## config.mk

```make
export PLATFORM = sky130hd
export DESIGN_NAME = tlbpat_ctrl
export DESIGN_NICKNAME = d
export VERILOG_FILES = /design/src/rtl/assert_macros.svh /design/src/rtl/tlbpat_pkg.sv /design/src/rtl/tlbpat_ctrl.sv
export SDC_FILE = /design/constraint.sdc
export NUM_CORES = 1
export LEC_CHECK = 0
export ABC_AREA = 1
export BUFFER_PORTS_ARGS = -buffer_cell sky130_fd_sc_hd__buf_2
export CAP_MARGIN = 10
export CORE_AREA = 4 4 41 43
export CTS_CLUSTER_SIZE = 8
export DETAILED_ROUTE_END_ITERATION = 6
export DIE_AREA = 0 0 45 47
export PLACE_DENSITY_LB_ADDON = 0.15
export SLEW_MARGIN = 30
export SYNTH_ARGS = -nofsm -noshare
export SYNTH_HDL_FRONTEND = slang
export SYNTH_SLANG_ARGS = --single-unit
```

## constraint.sdc

```tcl
create_clock -name clk -period 2.5 [get_ports clk]
set_input_delay 0.5 -clock clk [delete_from_list [all_inputs] [get_ports clk]]
set_output_delay 0.5 -clock clk [all_outputs]
set_load 0.01 [all_outputs]
```

## src/rtl/assert_macros.svh

```systemverilog
// Assertion macros used by the translator datapath
`ifndef ASSERT_MACROS_SVH
`define ASSERT_MACROS_SVH
// Implication checked on every rising clock edge outside reset
`define CHK_IMPL(label, clk, rst_n, ante, cons, msg) \
    label: assert property (@(posedge clk) disable iff (!rst_n) (ante) |-> (cons)) \
        else $error(msg);
// Next-cycle implication checked outside reset
`define CHK_NEXT(label, clk, rst_n, ante, cons, msg) \
    label: assert property (@(posedge clk) disable iff (!rst_n) (ante) |=> (cons)) \
        else $error(msg);
`endif

```

## src/rtl/tlbpat_pkg.sv

```systemverilog
// Shared types and constants for the paged address translator
package tlbpat_pkg;
    localparam int unsigned ADDR_W = 16;
    localparam int unsigned PAGE_W = 8;
    localparam int unsigned FRAME_W = 8;
    localparam int unsigned CNT_W = 32;
    localparam int unsigned FCNT_W = 9;
    localparam logic [FCNT_W-1:0] FRAME_COUNT_RESET = 9'd128;

    typedef enum logic [3:0] {
        ST_IDLE,
        ST_LOOKUP,
        ST_PT_READ,
        ST_FREE_SCAN,
        ST_LRU_SCAN,
        ST_LRU_LAST,
        ST_EVICT,
        ST_COMMIT,
        ST_DONE
    } state_t;

    typedef struct packed {
        logic capture;
        logic lookup;
        logic map_load;
        logic free_init;
        logic free_step;
        logic free_take;
        logic lru_init;
        logic lru_step;
        logic evict;
        logic commit;
        logic emit;
    } cmd_t;

    typedef struct packed {
        logic tlb_hit;
        logic mapped;
        logic free_found;
        logic free_end;
        logic lru_end;
    } status_t;
endpackage

```

## src/rtl/tlbpat_ctrl.sv

```systemverilog
// Sequencer for lookup, free-frame scan, LRU scan and commit
module tlbpat_ctrl
(
    input  logic                clk,
    input  logic                rst_n,
    input  logic                start,
    input  tlbpat_pkg::status_t sts,
    output logic                busy,
    output tlbpat_pkg::cmd_t    cmd
);
    tlbpat_pkg::state_t state_reg;
    tlbpat_pkg::state_t state_next;

    always_ff @(posedge clk or negedge rst_n)
    begin
        if (!rst_n)
        begin
            state_reg <= tlbpat_pkg::ST_IDLE;
        end
        else
        begin
            state_reg <= state_next;
        end
    end

    always_comb
    begin
        state_next = state_reg;
        cmd = '0;
        busy = (state_reg != tlbpat_pkg::ST_IDLE);
        case (state_reg)
            tlbpat_pkg::ST_IDLE:
            begin
                if (start)
                begin
                    cmd.capture = 1'b1;
                    state_next = tlbpat_pkg::ST_LOOKUP;
                end
            end
            tlbpat_pkg::ST_LOOKUP:
            begin
                cmd.lookup = 1'b1;
                state_next = tlbpat_pkg::ST_PT_READ;
            end
            tlbpat_pkg::ST_PT_READ:
            begin
                if (sts.tlb_hit)
                begin
                    state_next = tlbpat_pkg::ST_COMMIT;
                end
                else if (sts.mapped)
                begin
                    cmd.map_load = 1'b1;
                    state_next = tlbpat_pkg::ST_COMMIT;
                end
                else
                begin
                    cmd.free_init = 1'b1;
                    state_next = tlbpat_pkg::ST_FREE_SCAN;
                end
            end
            tlbpat_pkg::ST_FREE_SCAN:
            begin
                if (sts.free_found)
                begin
                    cmd.free_take = 1'b1;
                    state_next = tlbpat_pkg::ST_COMMIT;
                end
                else if (sts.free_end)
                begin
                    cmd.lru_init = 1'b1;
                    state_next = tlbpat_pkg::ST_LRU_SCAN;
                end
                else
                begin
                    cmd.free_step = 1'b1;
                end
            end
            tlbpat_pkg::ST_LRU_SCAN:
            begin
                cmd.lru_step = 1'b1;
                if (sts.lru_end)
                begin
                    state_next = tlbpat_pkg::ST_LRU_LAST;
                end
            end
            tlbpat_pkg::ST_LRU_LAST:
            begin
                cmd.lru_step = 1'b1;
                state_next = tlbpat_pkg::ST_EVICT;
            end
            tlbpat_pkg::ST_EVICT:
            begin
                cmd.evict = 1'b1;
                state_next = tlbpat_pkg::ST_COMMIT;
            end
            tlbpat_pkg::ST_COMMIT:
            begin
                cmd.commit = 1'b1;
                state_next = tlbpat_pkg::ST_DONE;
            end
            tlbpat_pkg::ST_DONE:
            begin
                cmd.emit = 1'b1;
                state_next = tlbpat_pkg::ST_IDLE;
            end
            default:
            begin
                state_next = tlbpat_pkg::ST_IDLE;
            end
        endcase
    end
endmodule

```

==> run metrics, run 1 <==
status=completed; H-Tree Level Count=1; final setup TNS=0 ns; worst-margin pin slew=0.2229 ns; CP bufs+invs=1; worst vdd ir=416.1 uV; Synth Area in XOR/XNOR=0; largest net degree at the start of global routing=9; Worst R2R Path Depth=6; TritonCTS Buffers=3; Final period util=0.7265; Static Leak=0.3061 nW; die height=~47 um; adder-cell share of the synthesized area=0; number of global-route vias before repair=364; simple-gate share of the synthesized area=0.5867; Hold Worst Slack=just under 0.06 ns; post-place setup slack=~0.91 ns; max reg flops=4; DR pass1 iterations=4; share of cells above drive strength 1=0.4675; Arr. time, crit path=approximately 1.3 ns; Top delay family on crit path=simple AND/OR/NAND/NOR gates; DR iter-0 viols=6; largest fanout on the critical path=8; PwrDens=1160 nW/um^2; worst r2r dst=state_reg[2]; via count=407; Max Slew Vio Count=0; CTS tree=yes; Compound-Gate Fraction of Synth Area=0.01333; most frequent cells in the layout=buf_2 (19), nand2_1 (12), inv_1 (9); Syn Nets=63; clk_skew=0.002376 ns; clock network latency to the later pin of the worst-skew pair=~0.23 ns; Fillers=154; via/cell ratio=4.424; nets=87; Ports=20; Post-CTS Resized=0; Max clock buf depth=2; IO buf count=19; mux contribution to synthesized area=0; Distinct cells, synth=17; Largest stage delay, worst path=approximately 0.43 ns; ant diodes=0; setup bufs post-CTS=0; Syn Area/Cell=6.825 um^2; GR Overflow Total=0; root buffer cell=clkbuf_4; Final HPWL DP=747.9 um; Critical Path Slowest Stage Cell=dfrtp_1; Die ar.=2115 um^2; Final ANT Viol Nets=0; grt peak-use layer=met2; Tot Pwr=just under 600 uW; CP Launch Type=flop; met1 Use GR=0.1193; drt total wl=883 um; Critical Path, Cell by Cell=nor2_4 > nand2_1 > nor3b_2 > buf_2; max cap viols=0; Die Width=45 um; CTS sink cnt=4; RR Startpoint=state_reg[3]; Max Clk Rate=0.5506 GHz; floorplan row count=13; GP Congestion=0.7309; CP Class=reg -> out; met3 GRT Util=0.01533; sequential-to-total area share from yosys stat=0.2667; total track usage=0.09984; final setup violation count=0; GR Util met2=0.1554; RSZ-0062 raised after global routing=no; CP Capture Type=primary output; Slew HR=0.8500; post-route setup slack=0.6837 ns; clk slew on worst S/H paths=0.04 ns; Syn-to-layout area delta=36.33%; global-route wire length before repair=1.511 mm; CTS Hold Buffers Added=0; yosys warns=0; DRC viols=0; Synth Register Bits=4; post-DR wirelength/cell=9.598 um; Tmin final=1.816 ns; area of the core=~1300 um^2; Mapped Area=375.4 um^2; combinational family with the most area after synthesis=simple AND/OR/NAND/NOR gates; most common cell after layout, fill and taps aside=buf_2; initial antenna violation count=0; R2R setup slack=1.37 ns; initial core utilization=0.2885; Hold Fails Final Rpt=0; CP required=2.00 ns; Worst Hold Class=in -> async; Post-Syn Instances=55
## where the power goes
group | switching (mW) | internal (mW) | leakage (nW)
clock | 0.0254 | 0.0536 | 0.0138
combinational | 0.232 | 0.133 | 0.242
sequential | 0.0529 | 0.0963 | 0.0500
total | 0.310 | 0.283 | 0.306
## worst reg2reg max path, delay by kind of cell (launching register included)
family / cells / cell delay (ns)
AND/OR/NAND/NOR: 6 / 0.58
flip-flops: 1 / 0.43
## layout make-up
| type | count | area [um^2] | area share |
|---|---|---|---|
| clock buffers | 3 | 22.52 | 0.04401 |
| inverters | 12 | 50.05 | 0.09780 |
| multi-input cells | 39 | 225.2 | 0.4401 |
| flip-flops and latches | 4 | 100.1 | 0.1956 |
| well taps | 15 | 18.77 | 0.03667 |
| repair buffers | 19 | 95.09 | 0.1858 |
## worst max path at each step
stage	startpoint	depth (start not counted)	slack, ns	end
2_1_floorplan	state_reg[3]	3	0.99	cmd[8]
3_3_place_gp	sts[2]	5	0.89	cmd[6]
3_5_place_dp	sts[2]	5	0.91	cmd[6]
4_1_cts	state_reg[3]	4	0.67	cmd[4]
5_1_grt	state_reg[3]	4	0.59	cmd[4]
6_report	state_reg[3]	4	0.68	cmd[4]
## metrics by stage
step / util / area (um^2) / std cells
finish: 0.3933 / 511.7 / 92
global route: 0.3933 / 511.7 / 92
CTS: 0.3933 / 511.7 / 92
detailed placement: 0.3760 / 489.2 / 89
global placement: 0.3760 / 489.2 / 89
floorplan: - / 375.4 / 55
## Yosys cell counts (all sizes together)
cell type / instances / area [um^2]
nand2: 14 / 57.55
nor2: 13 / 78.83
inv: 11 / 41.29
nand3: 6 / 47.55
dfrtp: 4 / 100.1
nand4: 2 / 12.51
clkinv: 1 / 8.760
nor3: 1 / 5.000
nor3b: 1 / 12.51
nor4: 1 / 6.260
o21ai: 1 / 5.000
## metal layers
metal,share of wire,vias up
li1,-,216
met1,0.44,174
met2,0.48,15
met3,0.069,2
met4,0.0057,0
met5,0,-
## kinds of logic (layout without fill, tap and decap cells)
| group | Yosys count | after routing |
|---|---|---|
| simple gates | 38 | 38 |
| buf+inv | 12 | 34 |
| flops | 4 | 4 |
| compound gates | 1 | 1 |
Power figures use the tool's default switching activity.
==> run 2: changes to the inputs <==
--- a/config.mk
+++ b/config.mk
@@ -5,7 +5,7 @@
 export SDC_FILE = /design/constraint.sdc
 export NUM_CORES = 1
 export LEC_CHECK = 0
-export ABC_AREA = 1
+export ABC_AREA = 0
 export BUFFER_PORTS_ARGS = -buffer_cell sky130_fd_sc_hd__buf_2
 export CAP_MARGIN = 10
 export CORE_AREA = 4 4 41 43
==> constraint.sdc (replaced) <==
create_clock -name clk -period 1.6 [get_ports clk]
set_input_delay 0.32 -clock clk [delete_from_list [all_inputs] [get_ports clk]]
set_output_delay 0.32 -clock clk [all_outputs]
set_load 0.01 [all_outputs]
==> run 2 against run 1 <==
- routed wire length rose by 9.7%
- sequential cell count is the same
- sequential share of layout area grew 0.35 points
- total power up 65%
- first-iteration DRC count fell by 50%
- via count fell by 9.6%
- non-clock buffer count is 6 higher
- worst setup slack lost 0.67 ns
- final area grew 3.2%
==> run metrics, run 2 <==
Post-Syn Instances=36; GP Congestion=between 0.7 and 0.8; most frequent cells in the layout=buf_2 (18), buf_4 (5), dfrtp_2 (4); met1 WL=approximately 460 um; Top delay family on crit path=flip-flops; share of cells above drive strength 1=0.6452; Final HPWL DP=656.9 um; FF+latch area=105.1 um^2; GR Overflow Total=0; Tot Pwr=978.8 uW; CP Launch Type=flop; CP required=1.28 ns; total track usage=0.09501; DR pass1 iterations=3; CP Capture Type=primary output; global-route wire length before repair=1.407 mm; Tmin final=~1.6 ns; sequential-to-total area share from yosys stat=0.3101; nets=72; root buffer cell=clkbuf_4; Worst Hold Class=in -> async; Max Clk Rate=roughly 0.63 GHz; clk_skew=approximately 0.00094 ns; initial core utilization=0.2481; placed inst area=417.9 um^2; DRC viols=0; Hold Fails Final Rpt=0; Syn Nets=44; CTS tree=yes; Synth top area share=0.3101; post-DR wirelength/cell=12.58 um; Distinct cells, synth=24; area of the core=1301 um^2; DR WL met3=54 um; Static Leak=approximately 0.25 nW; Arr. time, crit path=between 1 and 1.5 ns; yosys warns=0; drt total wl=969 um; via/cell ratio=between 4 and 5; max cap viols=0; Async SR Flop Fraction=1.000; Critical Path Slowest Stage Cell=dfrtp_2; Final period util=0.9921; die height=~47 um; CP bufs+invs=2; IO buf count=19; final setup violation count=0; Slew HR=0.8203; worst vdd ir=about 770 uV; number of global-route vias before repair=~340; CTS sink cnt=4; CP Class=reg -> out; Ports=20; TritonCTS Buffers=3; top routing layer used=met4; clock network latency to the later pin of the worst-skew pair=between 0.2 and 0.25 ns; Worst R2R Path Depth=3; top cells by count, synth=dfrtp_1 (4), nor2_1 (4); Largest stage delay, worst path=approximately 0.47 ns; Synth Flop Type=dfrtp_1; largest fanout on the critical path=8; Die Width=about 45 um; post-route cell area=roughly 530 um^2; DR WL met2=around 440 um; PwrDens=1854 nW/um^2; Max Slew Vio Count=0; Fillers=~150; via count=about 370; Final ANT Viol Nets=0; status=completed; clk slew on worst S/H paths=0.04 ns; post-synth top area cell=dfrtp_1; initial antenna violation count=0; worst-margin pin slew=0.2696 ns; DR iter-0 viols=3; Mapped Area=roughly 320 um^2; largest cells by area after synthesis=dfrtp_1 (31%), nor4b_4 (7.4%), nand3b_1 (4.7%), nor2_1 (4.7%), nor3b_1 (4.7%); max reg flops=4; largest net degree at the start of global routing=11; Die ar.=2115 um^2; Synth Register Bits=4; H-Tree Level Count=1; Max clock buf depth=2; most common cell after layout, fill and taps aside=buf_2; RSZ-0062 raised after global routing=yes; Syn-to-layout area delta=63.57%; ant diodes=0; Levels on crit path=4; Critical Path, Cell by Cell=nor2_4 > buf_4 > and4_2 > buf_6; area occupied by multi-input gates=229.0 um^2; Syn Area/Cell=8.967 um^2; floorplan row count=13; number of flops mapped to enable cells by yosys=0
-- run 2: changes by cell type in the layout (fill, tap and decap cells not counted), sizes merged, moves of 2 or more --
| cell | previous run | this run |
|---|---|---|
| a21oi | 0 | 2 |
| and3 | 0 | 2 |
| buf | 19 | 24 |
| inv | 11 | 1 |
| nand2 | 14 | 2 |
| nand2b | 0 | 2 |
| nand3 | 6 | 0 |
| nand3b | 0 | 2 |
| nand4 | 2 | 0 |
| nor2 | 13 | 5 |
| nor4b | 0 | 2 |
-- run 2: path summary, 6_finish.rpt --
kind,end,slack (ns),from
setup reg to reg,state_reg[2],0.41,state_reg[0]
max in group asynchronous,state_reg[3],1.05,rst_n
min in group clk,state_reg[2],0.49,sts[1]
setup / recovery,cmd[5],0.01,state_reg[3]
hold reg to reg,state_reg[2],0.56,state_reg[3]
hold / removal,state_reg[0],0.42,rst_n
-- run 2: cells by family after synthesis --
family / count (synthesis) / synth area share
AO/OA/AOI/OAI: 5 / 0.1008
buffers and inverters: 3 / 0.06976
flip-flops: 4 / 0.3101
multiplexers: 1 / 0.03101
AND/OR/NAND/NOR: 23 / 0.4884
-- run 2: what timing repair did --
action / in CTS / in global routing
hold endpoints to repair: 4 / 0
gates resized for setup: 6 / 5
hold buffers: 1 / 0
setup endpoints to repair: 6 / 8
pin swaps: 0 / 1
gates cloned: 0 / 0
buffers inserted: 0 / 5
-- run 2: final cells by class --
cell class,count,area share
clock buffers,3,0.04265
flip-flops and latches,4,0.1991
inverters,1,0.007109
well taps,15,0.03555
multi-input cells,29,0.4337
repair buffers,25,0.2820
-- run 2: metal layers --
layer / track usage / vias up
li1: - / 187
met1: 0.1281 / 165
met2: 0.1356 / 14
met3: 0.003831 / 2
met4: 0.08772 / 0
met5: 0 / -
-- run 2: metrics by stage --
stage	util	hold WS, ns	cells	setup slack (ns)	setup TNS (ns)
after floorplan	-	0.02441	36	0.2316	0
after global placement	0.3212	0.1271	68	0.1452	0
after detailed placement	0.3212	0.1256	68	0.1498	0
after CTS	0.3558	0.4133	72	-0.01908	-0.01908
after global routing	0.4058	0.4271	77	-0.08882	-0.2884
final	0.4058	0.4231	77	0.01262	0
-- run 2: worst register-to-register path: stages (launching register included) --
cell and delay, ns:
dfrtp_2 0.46, or3_1 0.40, a21oi_1 0.15, a311oi_1 0.06
-- run 2: power by group --
group	internal (mW)	switching [mW]	leakage (nW)
Clock	0.0837	0.0378	0.0138
Sequential	0.165	0.130	0.0436
Combinational	0.296	0.266	0.197
